File: src/rtl/wba_pkg.sv
package wba_pkg;

    localparam int PANO_WIDTH  = 1024;
    localparam int PANO_HEIGHT = 512;
    localparam int SUM_BITS    = 16;
    localparam int COL_BITS    = 10;
    localparam int ROW_BITS    = 9;
    localparam int ADDR_BITS   = COL_BITS + ROW_BITS;
    localparam int DEPTH       = 1 << ADDR_BITS;
    localparam int ENTRY_BITS  = 4 * SUM_BITS;
    localparam int QUOT_BITS   = 9;
    localparam int DIVD_BITS   = SUM_BITS + 8;

    localparam logic [0:0] REQ_ACC  = 1'b0;
    localparam logic [0:0] REQ_READ = 1'b1;

    typedef struct packed {
        logic [0:0]          req_type;
        logic [COL_BITS-1:0] col;
        logic [ROW_BITS-1:0] row;
        logic [7:0]          red;
        logic [7:0]          green;
        logic [7:0]          blue;
        logic [7:0]          weight;
    } req_t;

    typedef struct packed {
        logic [7:0] out_red;
        logic [7:0] out_green;
        logic [7:0] out_blue;
        logic       covered;
    } rsp_t;

    typedef enum logic [2:0] {
        ST_CLEAR,
        ST_IDLE,
        ST_FETCH,
        ST_UPDATE,
        ST_DIVIDE,
        ST_OUTPUT
    } state_t;

    typedef struct packed {
        logic load_req;
        logic clear_step;
        logic write_back;
        logic div_start;
        logic div_step;
        logic out_load;
    } cmd_t;

    typedef struct packed {
        logic clear_done;
        logic is_read;
        logic div_done;
        logic out_full;
    } sts_t;

    // floor(c*w/255) for 16-bit products, exact for any product of two 8-bit values (c*w <= 65025).
    function automatic logic [7:0] div255(input logic [15:0] p);
        logic [16:0] t;
        begin
            t = {1'b0, p} + 17'd1 + {9'd0, p[15:8]};
            div255 = t[15:8];
        end
    endfunction

    function automatic logic [SUM_BITS-1:0] sat_add(input logic [SUM_BITS-1:0] a,
                                                    input logic [7:0] b);
        logic [SUM_BITS:0] s;
        begin
            s = {1'b0, a} + {{(SUM_BITS-7){1'b0}}, b};
            sat_add = s[SUM_BITS] ? {SUM_BITS{1'b1}} : s[SUM_BITS-1:0];
        end
    endfunction

endpackage

File: src/rtl/wba_ctrl.sv
module wba_ctrl (
    input  logic         clk,
    input  logic         rst_n,
    input  logic         in_valid,
    output logic         in_ready,
    input  wba_pkg::sts_t sts,
    output wba_pkg::cmd_t cmd
);
    import wba_pkg::*;

    state_t state_reg, state_next;

    always_ff @(posedge clk or negedge rst_n)
    begin
        if (!rst_n)
        begin
            state_reg <= ST_CLEAR;
        end
        else
        begin
            state_reg <= state_next;
        end
    end

    always_comb
    begin
        state_next = state_reg;
        cmd        = '0;
        in_ready   = 1'b0;
        unique case (state_reg)
            ST_CLEAR:
            begin
                cmd.clear_step = 1'b1;
                if (sts.clear_done)
                begin
                    state_next = ST_IDLE;
                end
            end
            ST_IDLE:
            begin
                in_ready = 1'b1;
                if (in_valid)
                begin
                    cmd.load_req = 1'b1;
                    state_next   = ST_FETCH;
                end
            end
            ST_FETCH:
            begin
                state_next = ST_UPDATE;
            end
            ST_UPDATE:
            begin
                if (sts.is_read)
                begin
                    cmd.div_start = 1'b1;
                    state_next    = ST_DIVIDE;
                end
                else
                begin
                    cmd.write_back = 1'b1;
                    state_next     = ST_IDLE;
                end
            end
            ST_DIVIDE:
            begin
                if (sts.div_done)
                begin
                    if (!sts.out_full)
                    begin
                        cmd.out_load = 1'b1;
                        state_next   = ST_IDLE;
                    end
                end
                else
                begin
                    cmd.div_step = 1'b1;
                end
            end
            default:
            begin
                state_next = ST_IDLE;
            end
        endcase
    end
endmodule

File: config.mk
export PLATFORM = sky130hd
export DESIGN_NAME = wba_ctrl
export DESIGN_NICKNAME = d
export VERILOG_FILES = /design/src/rtl/wba_pkg.sv /design/src/rtl/wba_ctrl.sv
export SDC_FILE = /design/constraint.sdc
export NUM_CORES = 1
export LEC_CHECK = 0
export BUFFER_PORTS_ARGS = -buffer_cell sky130_fd_sc_hd__clkbuf_2
export CELL_PAD_IN_SITES_DETAIL_PLACEMENT = 0
export CELL_PAD_IN_SITES_GLOBAL_PLACEMENT = 1
export CORE_AREA = 10 10 47 49
export DETAILED_ROUTE_END_ITERATION = 12
export DIE_AREA = 0 0 57 59
export GPL_TIMING_DRIVEN = 0
export HOLD_SLACK_MARGIN = 0.06
export PLACE_DENSITY = 0.53
export SETUP_SLACK_MARGIN = 0.3
export SLEW_MARGIN = 20
export SYNTH_ARGS = -nofsm -noshare
export SYNTH_HDL_FRONTEND = slang
export SYNTH_SLANG_ARGS = --single-unit
File: constraint.sdc
create_clock -name clk -period 1 [get_ports clk]
set_input_delay 0.15 -clock clk [delete_from_list [all_inputs] [get_ports clk]]
set_output_delay 0.15 -clock clk [all_outputs]
set_load 0.05 [all_outputs]
==> qor.csv <==
metric;value;unit
setup_viol;8;
ys_seq_area_frac;0.3550;
cts_max_path_buffers;2;
fin_ws;-0.3324;ns
antenna_found_initial;0;
wl_per_cell;11.45;um
cts_buffers;3;
clk_latency;0.23;ns
die-area;3363;um^2
fin_worst_skew;0.0007533;ns
critPathKind;flop to output port;
irDropWorstVdd;1337;uV
p_sw_frac;0.4427;
syn-cell-area;211.5;um^2
p_seq_frac;0.130;
port_buffers;13;
path_clk_slew;0.04;ns
clkPwrFrac;0.111;
htree_levels;1;
dpl_cell_area;361.6;um^2
cts_root_buf;clkbuf_4;
syn_nets;32;
slew_viol_final;0;
status;complete, but fails checks;
power.internal;1030;uW
first_iter_violations;2;
p_comb_frac;0.759;
finalCritPeriodShare;1.332;
cts_sinks;3;
switchingPower;818.0;uW
p_per_area;3304;nW/um^2
dp_slack;-0.3033;ns
core-area;1401;um^2
max_slew_margin;0.8659;
grt_overflow_total;0;
antenna_cells;0;
fp.dieW;57;um
violations;setup timing;
drtAntennaViolNets;0;
wl_met2;400;um
power.leakage;0.0002517;uW
dp.cells;54;
top_layer;met3;
finalNonFillerCells;65;
drcViolationCount;0;
synthCells;25;
largest_reg_flops;3;
cts_tree;built;
ys_ff_latch;3;
clock.fmax;750.5;MHz
cp.arrival;1.18;ns
wirelength_met1;256;um
grtUsageTotal;0.05188;
synth.distinct_cells;16;
tightest_slew;0.1999;ns
drive_gt1_frac;0.7755;
die_y;59;um
rsz0062_at_grt;yes;
critPathMaxFanout;4;
design_area;559.3;um^2
crit_required;0.85;ns
grt_max_degree;9;
route.met3.wl;87;um
hold_viol;0;
fill_cells;153;
yosysWarnings;0;
area_growth;164.5;%
start_util;0.1509;
dp_hpwl;545.7;um
finalNetCount;57;
via_per_inst;4.062;
dr.pass1.iters;3;
wl;744;um
syn_avg_cell_area;8.458;um^2
start_kind;flop;
layout_min_cycle_time;1.332;ns
drv_cap;0;
hp-class;primary input to flop;
grt_pass1_vias;306;
vias;264;
place_congestion;0.7583;
end_kind;output port;
ios;14;
row_count;14;
grt_pass1_wl;1393;um
fin_tns_setup;-2.272;ns
==> repair_timing <==
action                     4_1_cts  5_1_grt
pin swaps                        2        2
setup buffers                    5        1
hold buffers                     1        0
gates resized for setup         20        9
hold endpoints to repair         3        0
setup endpoints to repair       10       10
==> layout make-up <==
type	count	area (um^2)	area share
Timing Repair Buffer	20	216.5	0.3870
Clock buffer	4	26.28	0.04698
Tap cell	16	20.02	0.03579
Multi-Input combinational cell	21	203.9	0.3647
Buffer	1	15.01	0.02685
Sequential cell	3	77.57	0.1387
==> metrics by stage <==
stage          power (uW)  hold WS [ns]  utilization
2_1_floorplan        1004       -0.1456            -
3_3_place_gp         1159      -0.05560       0.2580
3_5_place_dp         1169      -0.05230       0.2580
4_1_cts              1766        0.1860       0.3821
5_1_grt              1982        0.2135       0.3991
6_report             1848        0.1972       0.3991
==> layout by cell type, fill, tap and decap left out <==
master and count:
a211oi_1 1, a21boi_1 1, a21oi_1 1, and3_4 1
and3b_2 1, buf_12 1, buf_4 4, buf_6 1
buf_8 7, clkbuf_1 1, clkbuf_16 1, clkbuf_2 6
clkbuf_4 3, dfrtp_1 1, dfrtp_2 2, dlygate4sd3_1 1
nand2_2 1, nand2_4 1, nand2b_1 3, nand3_2 1
nand3b_1 1, nor2_4 5, nor2b_4 2, nor3_4 1
o31a_1 1
==> cells in the mapped netlist (all sizes together) <==
cell    instances  area [um^2]
nand2b          3        18.77
clkbuf          1        5.000
nand3b          1        7.510
and3b           1        8.760
nor2            5        18.77
dfrtp           3        75.07
o31a            1        8.760
nand2           2        7.510
nor2b           2        20.02
and3            1        11.26
a211oi          1        7.510
nor3            1        5.000
a21oi           1        5.000
a21boi          1        7.510
nand3           1        5.000
==> cell families after synthesis <==
logic type      count (synthesis)  share of synthesized area
compound gates                  4                     0.1361
flops                           3                     0.3550
simple gates                   17                     0.4852
buf+inv                         1                    0.02365
==> layer usage <==
layer / GRT usage / up-vias
met5: 0 / -
met4: 0.05034 / 0
met3: 0.03004 / 0
met2: 0.06977 / 8
met1: 0.05470 / 122
li1: - / 134
==> power groups by stage <==
stage          clock network, uW  registers [uW]  logic (uW)
6_report                     206             240        1400
3_3_place_gp                   0             283         876
4_1_cts                      215             244        1310
5_1_grt                      228             249        1500
3_5_place_dp                   0             285         884
2_1_floorplan                  0             262         742
==> path summary, 6_finish.rpt <==
| path | from | cells after the start | slack, ns | end |
|---|---|---|---|---|
| worst min register to register | state_reg[2]$_DFFE_PN0P_ | 2 | 0.60 | state_reg[1]$_DFFE_PN0P_ |
| max in group asynchronous | rst_n | 2 | 0.63 | state_reg[2]$_DFFE_PN0P_ |
| worst max-delay path | state_reg[0]$_DFFE_PN0P_ | 3 | -0.33 | cmd[2] |
| worst min-delay path | in_valid | 3 | 0.20 | state_reg[1]$_DFFE_PN0P_ |
| worst max register to register | state_reg[1]$_DFFE_PN0P_ | 4 | -0.11 | state_reg[0]$_DFFE_PN0P_ |
| min in group asynchronous | rst_n | 2 | 0.25 | state_reg[0]$_DFFE_PN0P_ |
==> critical path: stages (launching register included) <==
cell and delay (ns):
dfrtp_2 0.39, nor2b_4 0.19, and3_4 0.21, clkbuf_16 0.16
Power figures use the tool's default switching activity.
